**src/sv/assert_macros.svh**
```systemverilog
// Assertion helpers shared by the RTL.
`ifndef ASSERT_MACROS_SVH
`define ASSERT_MACROS_SVH

`ifndef SYNTHESIS

// Same-cycle implication.
`define ASSERT_IMPLIES(label, clk, rst, ante, cons) \
  label: assert property (@(posedge clk) disable iff (rst) (ante) |-> (cons)) \
    else $error("assertion failed: same-cycle implication");

// Next-cycle implication.
`define ASSERT_NEXT(label, clk, rst, ante, cons) \
  label: assert property (@(posedge clk) disable iff (rst) (ante) |=> (cons)) \
    else $error("assertion failed: next-cycle implication");

`else

`define ASSERT_IMPLIES(label, clk, rst, ante, cons)
`define ASSERT_NEXT(label, clk, rst, ante, cons)

`endif

`endif

```
**src/sv/dmm_pkg.sv**
```systemverilog
package dmm_pkg;

  localparam int WORD_BITS_DEF = 32;

  localparam int DIV_BITS   = 31;
  localparam int MULT_BITS  = 33;
  localparam int SHIFT_BITS = 6;
  localparam int LOG_BITS   = 5;
  localparam int PREC_BITS  = 6;

  localparam logic [PREC_BITS-1:0] PREC_RESET = PREC_BITS'(31);

  typedef enum logic [2:0] {
    ST_IDLE,
    ST_SCAN,
    ST_SETUP,
    ST_DIV,
    ST_REDUCE,
    ST_DONE
  } dmm_state_t;

  typedef struct packed {
    logic load;
    logic scan;
    logic setup;
    logic div;
    logic reduce;
    logic emit;
  } dmm_cmd_t;

  typedef struct packed {
    logic in_zero;
    logic scan_last;
    logic div_last;
    logic can_reduce;
    logic out_busy;
  } dmm_sts_t;

endpackage

```
**src/sv/dmm_channels.sv**
```systemverilog
interface dmm_req_if import dmm_pkg::*; ();
  logic                valid;
  logic                ready;
  logic [DIV_BITS-1:0] divisor;

  modport source (output valid, output divisor, input ready);
  modport sink (input valid, input divisor, output ready);
endinterface

interface dmm_rsp_if import dmm_pkg::*; ();
  logic                  valid;
  logic                  ready;
  logic [MULT_BITS-1:0]  multiplier;
  logic [SHIFT_BITS-1:0] post_shift;
  logic [LOG_BITS-1:0]   ceil_log;
  logic                  is_pow2;

  modport source (output valid, output multiplier, output post_shift,
                  output ceil_log, output is_pow2, input ready);
  modport sink (input valid, input multiplier, input post_shift,
                input ceil_log, input is_pow2, output ready);
endinterface

interface dmm_cfg_if import dmm_pkg::*; ();
  logic                 valid;
  logic                 ready;
  logic [PREC_BITS-1:0] precision;

  modport source (output valid, output precision, input ready);
  modport sink (input valid, input precision, output ready);
endinterface

```
**src/sv/dmm_ctrl.sv**
```systemverilog
module dmm_ctrl import dmm_pkg::*; (
  input  logic     clk,
  input  logic     rst,
  input  logic     req_valid,
  input  dmm_sts_t sts,
  output logic     req_ready,
  output dmm_cmd_t cmd
);

  dmm_state_t state;
  dmm_state_t state_next;

  always_ff @(posedge clk) begin
    if (rst) begin
      state <= ST_IDLE;
    end else begin
      state <= state_next;
    end
  end

  always_comb begin
    state_next = state;
    case (state)
      ST_IDLE: begin
        if (req_valid) begin
          state_next = sts.in_zero ? ST_DONE : ST_SCAN;
        end
      end
      ST_SCAN: begin
        if (sts.scan_last) begin
          state_next = ST_SETUP;
        end
      end
      ST_SETUP: begin
        state_next = ST_DIV;
      end
      ST_DIV: begin
        if (sts.div_last) begin
          state_next = ST_REDUCE;
        end
      end
      ST_REDUCE: begin
        if (!sts.can_reduce) begin
          state_next = ST_DONE;
        end
      end
      ST_DONE: begin
        if (!sts.out_busy) begin
          state_next = ST_IDLE;
        end
      end
      default: begin
        state_next = ST_IDLE;
      end
    endcase
  end

  always_comb begin
    req_ready  = 1'b0;
    cmd        = '0;
    case (state)
      ST_IDLE: begin
        req_ready = 1'b1;
        cmd.load  = req_valid;
      end
      ST_SCAN: begin
        cmd.scan = 1'b1;
      end
      ST_SETUP: begin
        cmd.setup = 1'b1;
      end
      ST_DIV: begin
        cmd.div = 1'b1;
      end
      ST_REDUCE: begin
        cmd.reduce = sts.can_reduce;
      end
      ST_DONE: begin
        cmd.emit = !sts.out_busy;
      end
      default: begin
        req_ready = 1'b0;
      end
    endcase
  end

endmodule

```
**src/sv/dmm_datapath.sv**
```systemverilog
module dmm_datapath import dmm_pkg::*; #(
  parameter int WORD_BITS = WORD_BITS_DEF
) (
  input  logic                  clk,
  input  logic                  rst,
  input  dmm_cmd_t              cmd,
  output dmm_sts_t              sts,
  input  logic [DIV_BITS-1:0]   divisor,
  input  logic                  cfg_valid,
  input  logic [PREC_BITS-1:0]  cfg_precision,
  input  logic                  rsp_ready,
  output logic                  rsp_valid,
  output logic [MULT_BITS-1:0]  multiplier,
  output logic [SHIFT_BITS-1:0] post_shift,
  output logic [LOG_BITS-1:0]   ceil_log,
  output logic                  is_pow2
);

  // numerator bit index spans WORD_BITS + max ceil_log
  localparam int IDX_W = $clog2(WORD_BITS + (1 << LOG_BITS));
  // bounds stay below 3 * 2^WORD_BITS
  localparam int Q_W   = WORD_BITS + 2;

  logic [PREC_BITS-1:0] precision;
  logic [PREC_BITS-1:0] prec;
  logic [PREC_BITS-1:0] prec_next;

  logic [DIV_BITS-1:0]  dv;
  logic [DIV_BITS-1:0]  y;
  logic [LOG_BITS-1:0]  len;
  logic                 zero;
  logic                 pow2;
  logic [LOG_BITS-1:0]  l_reg;
  logic [LOG_BITS-1:0]  shift;
  logic [IDX_W-1:0]     idx;
  logic [IDX_W-1:0]     top_pos;
  logic [IDX_W-1:0]     hp_pos;
  logic [DIV_BITS-1:0]  rem_lo;
  logic [DIV_BITS-1:0]  rem_hi;
  logic [Q_W-1:0]       q_lo;
  logic [Q_W-1:0]       q_hi;

  logic [LOG_BITS-1:0]  l_next;
  logic [IDX_W-1:0]     top_next;
  logic                 bit_lo;
  logic                 bit_hi;
  logic [DIV_BITS+1:0]  diff_lo;
  logic [DIV_BITS+1:0]  diff_hi;
  logic                 in_pow2;

  // precision register, clamped to 1..WORD_BITS when an item is loaded
  always_ff @(posedge clk) begin
    if (rst) begin
      precision <= PREC_RESET;
    end else if (cfg_valid) begin
      precision <= cfg_precision;
    end
  end

  always_comb begin
    if (precision == '0) begin
      prec_next = PREC_BITS'(1);
    end else if (precision > PREC_BITS'(WORD_BITS)) begin
      prec_next = PREC_BITS'(WORD_BITS);
    end else begin
      prec_next = precision;
    end
  end

  assign in_pow2  = ((divisor & (divisor - DIV_BITS'(1))) == '0);
  assign l_next   = pow2 ? (len - LOG_BITS'(1)) : len;
  assign top_next = IDX_W'(WORD_BITS) + IDX_W'(l_next);

  // one restoring step per cycle for each bound
  assign bit_lo  = (idx == top_pos);
  assign bit_hi  = (idx == top_pos) || (idx == hp_pos);
  assign diff_lo = {1'b0, rem_lo, bit_lo} - {2'b00, dv};
  assign diff_hi = {1'b0, rem_hi, bit_hi} - {2'b00, dv};

  always_ff @(posedge clk) begin
    if (cmd.load) begin
      dv   <= divisor;
      y    <= divisor;
      len  <= '0;
      zero <= sts.in_zero;
      pow2 <= in_pow2;
      prec <= prec_next;
    end
    if (cmd.scan) begin
      y   <= y >> 1;
      len <= len + LOG_BITS'(1);
    end
    if (cmd.setup) begin
      l_reg   <= l_next;
      shift   <= l_next;
      top_pos <= top_next;
      hp_pos  <= top_next - IDX_W'(prec);
      idx     <= top_next;
      rem_lo  <= '0;
      rem_hi  <= '0;
      q_lo    <= '0;
      q_hi    <= '0;
    end
    if (cmd.div) begin
      idx <= idx - IDX_W'(1);
      if (!diff_lo[DIV_BITS+1]) begin
        rem_lo <= diff_lo[DIV_BITS-1:0];
      end else begin
        rem_lo <= {rem_lo[DIV_BITS-2:0], bit_lo};
      end
      if (!diff_hi[DIV_BITS+1]) begin
        rem_hi <= diff_hi[DIV_BITS-1:0];
      end else begin
        rem_hi <= {rem_hi[DIV_BITS-2:0], bit_hi};
      end
      q_lo <= {q_lo[Q_W-2:0], !diff_lo[DIV_BITS+1]};
      q_hi <= {q_hi[Q_W-2:0], !diff_hi[DIV_BITS+1]};
    end
    if (cmd.reduce) begin
      q_lo  <= q_lo >> 1;
      q_hi  <= q_hi >> 1;
      shift <= shift - LOG_BITS'(1);
    end
  end

  // result register
  always_ff @(posedge clk) begin
    if (rst) begin
      rsp_valid <= 1'b0;
    end else if (cmd.emit) begin
      rsp_valid <= 1'b1;
    end else if (rsp_ready) begin
      rsp_valid <= 1'b0;
    end
  end

  always_ff @(posedge clk) begin
    if (cmd.emit) begin
      if (zero) begin
        multiplier <= '0;
        post_shift <= '0;
        ceil_log   <= '0;
        is_pow2    <= 1'b0;
      end else begin
        multiplier <= MULT_BITS'(q_hi);
        post_shift <= SHIFT_BITS'(shift);
        ceil_log   <= l_reg;
        is_pow2    <= pow2;
      end
    end
  end

  always_comb begin
    sts.in_zero    = (divisor == '0);
    sts.scan_last  = (y[DIV_BITS-1:1] == '0);
    sts.div_last   = (idx == '0);
    sts.can_reduce = ((q_lo >> 1) < (q_hi >> 1)) && (shift != '0);
    sts.out_busy   = rsp_valid && !rsp_ready;
  end

endmodule

```
**src/sv/division_magic_multiplier.sv**
```systemverilog
// Reciprocal multiplier chooser for division by a constant. Each transfer on
// req carries a divisor d (1..2^31-1); one transfer on rsp returns the magic
// multiplier m, the post shift s, l = ceil(log2 d) and a power-of-two flag,
// so that for dividends of `precision` bits, q = (x * m) >> (WORD_BITS + s).
// A zero divisor returns all-zero fields. The precision register is written
// over cfg (reset value 31; 0 acts as 1, values above WORD_BITS act as
// WORD_BITS) and must only be written while no item is in flight. Items are
// handled one at a time. A leading-one scan finds the bit length of d, a
// bit-serial restoring divider then forms both bounds side by side over the
// WORD_BITS + l + 1 numerator bits, and the reduction takes r <= l halving
// steps. A finished result sits in an output register, and the next divisor
// is taken as soon as it has been moved there.
`include "assert_macros.svh"

module division_magic_multiplier import dmm_pkg::*; #(
  parameter int WORD_BITS = WORD_BITS_DEF
) (
  input  logic      clk,
  input  logic      rst,
  dmm_req_if.sink   req,
  dmm_rsp_if.source rsp,
  dmm_cfg_if.sink   cfg
);

  dmm_cmd_t cmd;
  dmm_sts_t sts;

  // config writes always land; the user must send them only while the block is idle, as the block does not enforce it
  assign cfg.ready = 1'b1;

  // sequencer: accept, scan, setup, divide, reduce, hand off
  dmm_ctrl u_ctrl (
    .clk       (clk),
    .rst       (rst),
    .req_valid (req.valid),
    .sts       (sts),
    .req_ready (req.ready),
    .cmd       (cmd)
  );

  // bounds, dividers, shift counter and result register
  dmm_datapath #(
    .WORD_BITS (WORD_BITS)
  ) u_dp (
    .clk           (clk),
    .rst           (rst),
    .cmd           (cmd),
    .sts           (sts),
    .divisor       (req.divisor),
    .cfg_valid     (cfg.valid),
    .cfg_precision (cfg.precision),
    .rsp_ready     (rsp.ready),
    .rsp_valid     (rsp.valid),
    .multiplier    (rsp.multiplier),
    .post_shift    (rsp.post_shift),
    .ceil_log      (rsp.ceil_log),
    .is_pow2       (rsp.is_pow2)
  );

  // only one item in flight: after a transfer in, req stays closed
  `ASSERT_NEXT(a_single_item, clk, rst, req.valid && req.ready, !req.ready)
  // the result register is loaded exactly when the controller hands off
  `ASSERT_NEXT(a_emit_valid, clk, rst, cmd.emit, rsp.valid)
  // reduction never lowers the shift below zero nor raises it above l
  `ASSERT_IMPLIES(a_shift_le_log, clk, rst, rsp.valid, rsp.post_shift <= SHIFT_BITS'(rsp.ceil_log))

endmodule
```
**src/flat_wrapper.sv**
```systemverilog
// flat-port wrapper written by rule: the top's interface ports become plain ports
module division_magic_multiplier_flat import dmm_pkg::*;
#(
  parameter int WORD_BITS = WORD_BITS_DEF
)
  (clk, rst, req_valid, req_divisor, req_ready, rsp_valid, rsp_multiplier, rsp_post_shift, rsp_ceil_log, rsp_is_pow2, rsp_ready, cfg_valid, cfg_precision, cfg_ready);
  dmm_req_if req_i ();
  dmm_rsp_if rsp_i ();
  dmm_cfg_if cfg_i ();
  input  logic clk;
  input  logic rst;
  input wire logic [$bits(req_i.valid)-1:0] req_valid;
  input wire logic [$bits(req_i.divisor)-1:0] req_divisor;
  output wire logic [$bits(req_i.ready)-1:0] req_ready;
  output wire logic [$bits(rsp_i.valid)-1:0] rsp_valid;
  output wire logic [$bits(rsp_i.multiplier)-1:0] rsp_multiplier;
  output wire logic [$bits(rsp_i.post_shift)-1:0] rsp_post_shift;
  output wire logic [$bits(rsp_i.ceil_log)-1:0] rsp_ceil_log;
  output wire logic [$bits(rsp_i.is_pow2)-1:0] rsp_is_pow2;
  input wire logic [$bits(rsp_i.ready)-1:0] rsp_ready;
  input wire logic [$bits(cfg_i.valid)-1:0] cfg_valid;
  input wire logic [$bits(cfg_i.precision)-1:0] cfg_precision;
  output wire logic [$bits(cfg_i.ready)-1:0] cfg_ready;
  assign req_i.valid = req_valid;
  assign req_i.divisor = req_divisor;
  assign req_ready = req_i.ready;
  assign rsp_valid = rsp_i.valid;
  assign rsp_multiplier = rsp_i.multiplier;
  assign rsp_post_shift = rsp_i.post_shift;
  assign rsp_ceil_log = rsp_i.ceil_log;
  assign rsp_is_pow2 = rsp_i.is_pow2;
  assign rsp_i.ready = rsp_ready;
  assign cfg_i.valid = cfg_valid;
  assign cfg_i.precision = cfg_precision;
  assign cfg_ready = cfg_i.ready;
  division_magic_multiplier #(.WORD_BITS(WORD_BITS)) u_core (.clk(clk), .rst(rst), .req(req_i), .rsp(rsp_i), .cfg(cfg_i));
endmodule
```
**config.mk**
```make
export PLATFORM = sky130hd
export DESIGN_NAME = division_magic_multiplier_flat
export DESIGN_NICKNAME = d
export VERILOG_FILES = /design/src/sv/dmm_pkg.sv /design/src/sv/dmm_channels.sv /design/src/sv/dmm_ctrl.sv /design/src/sv/dmm_datapath.sv /design/src/sv/division_magic_multiplier.sv /design/src/flat_wrapper.sv
export VERILOG_INCLUDE_DIRS = /design/src /design/src/sv
export SDC_FILE = /design/constraint.sdc
export NUM_CORES = 1
export LEC_CHECK = 0
export BUFFER_PORTS_ARGS = -buffer_cell sky130_fd_sc_hd__buf_4
export CORE_MARGIN = 5
export CORE_UTILIZATION = 25
export DETAILED_ROUTE_END_ITERATION = 12
export SLEW_MARGIN = 10
export SYNTH_ARGS = -nofsm -noshare
export SYNTH_HDL_FRONTEND = slang
export SYNTH_SLANG_ARGS = --single-unit
```
**constraint.sdc**
```tcl
create_clock -name clk -period 7.2 [get_ports clk]
set_input_delay 0.72 -clock clk [delete_from_list [all_inputs] [get_ports clk]]
set_output_delay 0.72 -clock clk [all_outputs]
set_load 0.01 [all_outputs]
```
[Word-level counts from Yosys, hierarchy flattened]
Index checks and enable logic that the tools add are counted.
Word-level totals
  bits in registers: 288
  bits of input ports: 42
  output and inout port bits: 48
Cells by class
  $add $sub $neg: 9
  magnitude comparators: 2
  equality and inequality tests: 12
  multiplexer cells: 36
  bitwise operators: 1
  reduce and logical (&&, ||, !) cells: 21
Operators by type and width (count)
  $mux 31: 5
  $mux 34: 3
  $mux 33: 2
  $sub 32x31->33: 2
  $logic_not 31->1: 2
  $mux 30: 2
  $lt 33x33->1: 1
  $and 31x31->31: 1
  $sub 31x1->31 const B: 1
  $logic_not 30->1: 1
  $mux 5: 5
  $mux 3: 6
  $mux 6: 3
  $pmux 3 s6: 1
  $eq 6x6->1: 2
  $logic_not 6->1: 2
  $sub 5x1->5 const B: 2
  $mux 1: 9
  $reduce_bool 2->1: 4
  $add 6x5->6 const A: 1
  $eq 3x2->1 const B: 2
  $eq 3x3->1 const B: 2
  $gt 6x6->1 const B: 1
  $ne 2x2->1 const B: 3
  other kinds (13): 18

[Longest topological paths before layout]
  depth in word-level cells: 6
  mapped depth: 19
  depth with buffers taken out: 16

[By module]
Synthesis repeated with hierarchy kept, for this count alone.
Second synthesis, totals
  cells, all modules: 1422
  area, all modules: 16089.2 µm²
Modules (own cells, without submodules)
  dmm_datapath: instances 1, cells an instance 1389, area an instance 15823.9 µm², sequential area each 8217.9 µm²
  dmm_ctrl: instances 1, cells an instance 31, area an instance 254.0 µm², sequential area each 60.1 µm²
  division_magic_multiplier: instances 1, cells an instance 2, area an instance 11.3 µm², sequential area each 0.0 µm²

[Worst setup path before layout]
No wires, ideal clock.
  kind: reg2reg
  from: register u_core.u_ctrl.state[1]
  to: register u_core.u_dp.q_hi[0] (enable)
  data arrival time: 5108 ps
  required time: 6774 ps
  setup slack: 1666 ps
  cell stages (with the launch flop): 5
  period minus slack after synthesis: 5534 ps
  path through: dfxtp_1 > inv_2 > nor2_1 > a21oi_1 > nand2_1
Between the ends
  cells in the longest elaborated chain, start to end: 3
  elaborated cells on any way between the ends: 7
  those cells by class: eq/ne: 3; mux: 3; reduce/logical: 1
RTL lines
  from (decl): line dmm_ctrl.sv:10  | dmm_state_t state;
  from (signal assigned): line dmm_ctrl.sv:17  | state <= state_next;
  $eq 3x3->1 or $eq 3x2->1 (tied branches): line dmm_ctrl.sv:61  | case (state)
  $mux 1: line dmm_ctrl.sv:61
  $reduce_bool 3->1 (no line) *
  to (signal assigned): line dmm_datapath.sv:117  | q_hi <= {q_hi[Q_W-2:0], !diff_hi[DIV_BITS+1]};
  to (signal assigned): line dmm_datapath.sv:121  | q_hi <= q_hi >> 1;
  to (decl): line dmm_datapath.sv:41  | logic [Q_W-1:0] q_hi;
Every way passes the cells marked *; elsewhere a longest branch is shown, timed or not.
A chain may end at the register's enable or synchronous reset.

[Final worst setup path]
  from: register u_core.u_dp.idx[2]
  to: register u_core.u_dp.rem_hi[0] (data pin)
Between the ends
  cells in the longest elaborated chain, start to end: 5
  elaborated cells on any way between the ends: 6
  those cells by class: add/sub: 1; eq/ne: 2; mux: 2; reduce/logical: 1
RTL lines
  from (decl): line dmm_datapath.sv:35  | logic [IDX_W-1:0] idx;
  from (signal assigned): line dmm_datapath.sv:98  | idx <= top_next;
  from (signal assigned): line dmm_datapath.sv:105  | idx <= idx - IDX_W'(1);
  $eq 6x6->1: line dmm_datapath.sv:76  | assign bit_hi = (idx == top_pos) || (idx == hp_pos);
  $logic_or 1x1->1 *: line dmm_datapath.sv:76
  $sub 32x31->33: line dmm_datapath.sv:78  | assign diff_hi = {1'b0, rem_hi, bit_hi} - {2'b00, dv};
  $mux 31 *: line dmm_datapath.sv:111  | if (!diff_hi[DIV_BITS+1]) begin
  $mux 31 *: line dmm_datapath.sv:104  | if (cmd.div) begin
  to (signal assigned): line dmm_datapath.sv:112  | rem_hi <= diff_hi[DIV_BITS-1:0];
  to (signal assigned): line dmm_datapath.sv:114  | rem_hi <= {rem_hi[DIV_BITS-2:0], bit_hi};
  to (decl): line dmm_datapath.sv:39  | logic [DIV_BITS-1:0] rem_hi;
Marked as above.

==> metrics.csv <==
stage,metric,value,unit
run_status,outcome,"finished, final reports clean",
worst_hold_path,worstHoldPathCells,2,
timing,hold_slack,0.358,ns
yosys,synth_cell_type_count,72,
place,place_congestion,0.877,
timing,maxSlewViolCount,0,
detailed_routing,ant_nets,0,
clocking,root_buffer,clkbuf_16,
final_layout,final_cell_mix,"267 x edfxtp_1, 215 x nand2_1, 115 x a21oi_1, 104 x ha_1, 103 x buf_4",
pwr,switching_share,0.378,
detailed_routing,via_count,11600,
pwr,p_leak,7.15,nW
global_routing,antenna_found_initial,2,
place,pre_cts_slack,2.54,ns
yosys,synth_top_cell_by_area,edfxtp_1,
detailed_routing,drt-initial-drc-count,708,
global_routing,grt_overflow_total,0,
place,io_buffers,87,
detailed_routing,vias_per_cell,4.75,
yosys,syn-num-nets,1647,
yosys,yosysWarnings,0,
final_layout,final_util,0.293,
clocking,clk_pin_slew,0.06,ns
yosys,syn_area_per_cell,10.6,um^2
worst_hold_path,hp-class,in -> reg,
detailed_routing,drc,0,
final_layout,instances_no_fill,2443,
clocking,cts_hold_buf,0,
global_routing,grt_max_degree,80,
clocking,post-cts-setup-buffers,0,
clocking,clk_latency,0.57,ns
pwr,seqPwrFrac,0.384,
floorplan,ios,90,
yosys,synthArstFlopShare,0,
setup_path,cp_data_arrival_time,4.97,ns
setup_path,path_buf_inv,2,
timing,fin_crit,4.65,ns
clocking,cts_num_sinks,280,
final_layout,syn_to_final_growth,16.5,%
clocking,cts-buffers-inserted,30,
timing,fin_crit_sh,0.646,
timing,fmax,215,MHz
yosys,synth-edff-count,267,
global_routing,grt_pass1_wl,61100,um
setup_path,cp_num_cells,17,
yosys,ys_seq_area_frac,0.522,
clocking,cts_resized,0,
timing,worst_pin_slew,1.01,ns
setup_path,worst_path_most_repeated_cell,o21ai_1,
timing,finalWorstSetupSlack,2.55,ns
yosys,ys_ff_latch,280,
global_routing,grt_pass1_vias,11400,
timing,timing.setup.tns,0,ns
setup_path,rr_worst_depth,17,
setup_path,slowest_stage,edfxtp_1,
yosys,synth_area_leaders,"edfxtp_1 51%, ha_1 8.2%, nand2_1 5.1%",
pwr,power_density,383,nW/um^2
setup_path,worst-setup-path-type,reg -> reg,
final_layout,antenna_cells,0,
final_layout,final_common_cell,edfxtp_1,
timing,fin_worst_skew,0.00884,ns
clocking,cts_tree,done,
detailed_routing,drtPass1Iterations,5,
final_layout,stdcell_area,18500,um^2
place,placedInstanceArea,17500,um^2
yosys,synth.top_cell.area_share,0.506,
pwr,p_total,7.08,mW
timing,slew_headroom,0.325,
pwr,clkPwrFrac,0.218,
floorplan,initial_utilization,0.252,
place,hpwl,27400,um
timing,hold_viol,0,
timing,finalSetupViolations,0,
setup_path,crit_family,simple AND/OR/NAND/NOR gates,
floorplan,core_area,63000,um^2
final_layout,drive_gt1_frac,0.108,
setup_path,cp-start-kind,flip-flop,
clocking,clock_path_buffers,3,
setup_path,path_max_fanout,23,
final_layout,nets,1723,
pwr,pwr-share-comb,0.398,
floorplan,dieWidth,262,um
setup_path,crit_required,7.52,ns
setup_path,crit_chain,xor2_1 -> nor4_1 -> and3_1 -> a31oi_1 -> ha_1 -> inv_1 -> fa_1 -> a211oi_1 -> o21ai_1 -> o21ai_1 -> o21ai_1 -> a2111oi_0 -> nor3b_1 -> nand2b_1 -> buf_4 -> nand2_1 -> and3_1,
timing,rsz0062_at_grt,no,
clocking,htree_levels,1,
global_routing,track_usage,0.109,
place,dp_cells,2388,
setup_path,end_kind,flip-flop,
pwr,vdd_drop_max,0.000215,V
floorplan,rows,92,
job,drv_cap,0,
pwr,p_int,4.40,mW
yosys,syn_inst,1498,
floorplan,dieArea,68500,um^2
yosys,syn_area,15900,um^2
floorplan,dieHeight,262,um
detailed_routing,wl,38400,um
detailed_routing,post_drt_wl_per_cell,15.7,um
yosys,ys.flop_type,edfxtp_1,
setup_path,critical_path.max_stage_delay,0.49,ns
pwr,switching_power,2.68,mW
[synthesized netlist by cell type (7+ instances only)]
cell type / instances
o21a_1: 18
and3_1: 15
ha_1: 104
xor2_1: 31
nand2b_1: 17
nor2_1: 99
a211oi_1: 21
nor3_1: 26
o21ai_0: 25
edfxtp_1: 267
nand2_1: 217
nor2b_1: 28
inv_1: 91
a21o_1: 37
dfxtp_1: 13
a31oi_1: 10
nand4_1: 13
clkbuf_1: 53
o21ai_1: 27
a21oi_1: 115
and2_1: 7
nand3_1: 22
xnor2_1: 45
nor4_1: 14
a22o_1: 65
[routing by layer]
layer / vias up / share of wire / GRT usage
li1: 5671 / - / -
met1: 5586 / 0.48 / 0.158
met2: 281 / 0.43 / 0.164
met3: 67 / 0.065 / 0.0211
met4: 2 / 0.028 / 0.0347
met5: - / 0.00029 / 0
[power groups by stage]
stage / clock [mW] / combinational, mW / sequential (mW)
detailed placement: 0 / 2.81 / 2.75
floorplan: 0 / 2.15 / 2.66
finish: 1.54 / 2.82 / 2.72
global route: 1.65 / 3.17 / 2.77
CTS: 1.58 / 2.83 / 2.72
global placement: 0 / 2.74 / 2.74
[layout make-up]
cell class	instances	area (um^2)
Clock buffer	44	866
Clock inverter	11	109
Fill cell	6494	44500
Inverter	94	353
Multi-Input combinational cell	1065	7030
Sequential cell	280	8280
Tap cell	846	1060
Timing Repair Buffer	103	773
[flip-flops by register name, summed over array words and instances (netlist names), 30 cells and up]
register and flops:
u_core.u_dp.q_hi 34, u_core.u_dp.q_lo 34, u_core.u_dp.multiplier 33, u_core.u_dp.dv 31
u_core.u_dp.rem_hi 31, u_core.u_dp.rem_lo 31, u_core.u_dp.y 30
[final timing paths]
check / slack [ns] / end / startpoint
min reg2reg: 0.49 / u_core.u_dp.q_hi[33] / u_core.u_dp.q_hi[33]
min: 0.36 / u_core.u_dp.precision[0] / cfg_precision[0]
max reg2reg: 2.55 / u_core.u_dp.rem_hi[0] / u_core.u_dp.idx[2]
max: 2.55 / u_core.u_dp.rem_hi[0] / u_core.u_dp.idx[2]
[cell families (layout without fill, tap and decap cells)]
family | after synthesis | in the layout | synth area share
flip-flops | 280 | 280 | 0.522
XOR/XNOR | 76 | 76 | 0.0420
AO/OA/AOI/OAI | 384 | 384 | 0.165
other | 2 | 2 | 0.000474
AND/OR/NAND/NOR | 487 | 487 | 0.142
multiplexers | 9 | 9 | 0.00592
adder cells (fa/ha/maj) | 107 | 107 | 0.0859
buffers and inverters | 153 | 252 | 0.0369
Note: power is estimated with default switching activity, not from simulation.
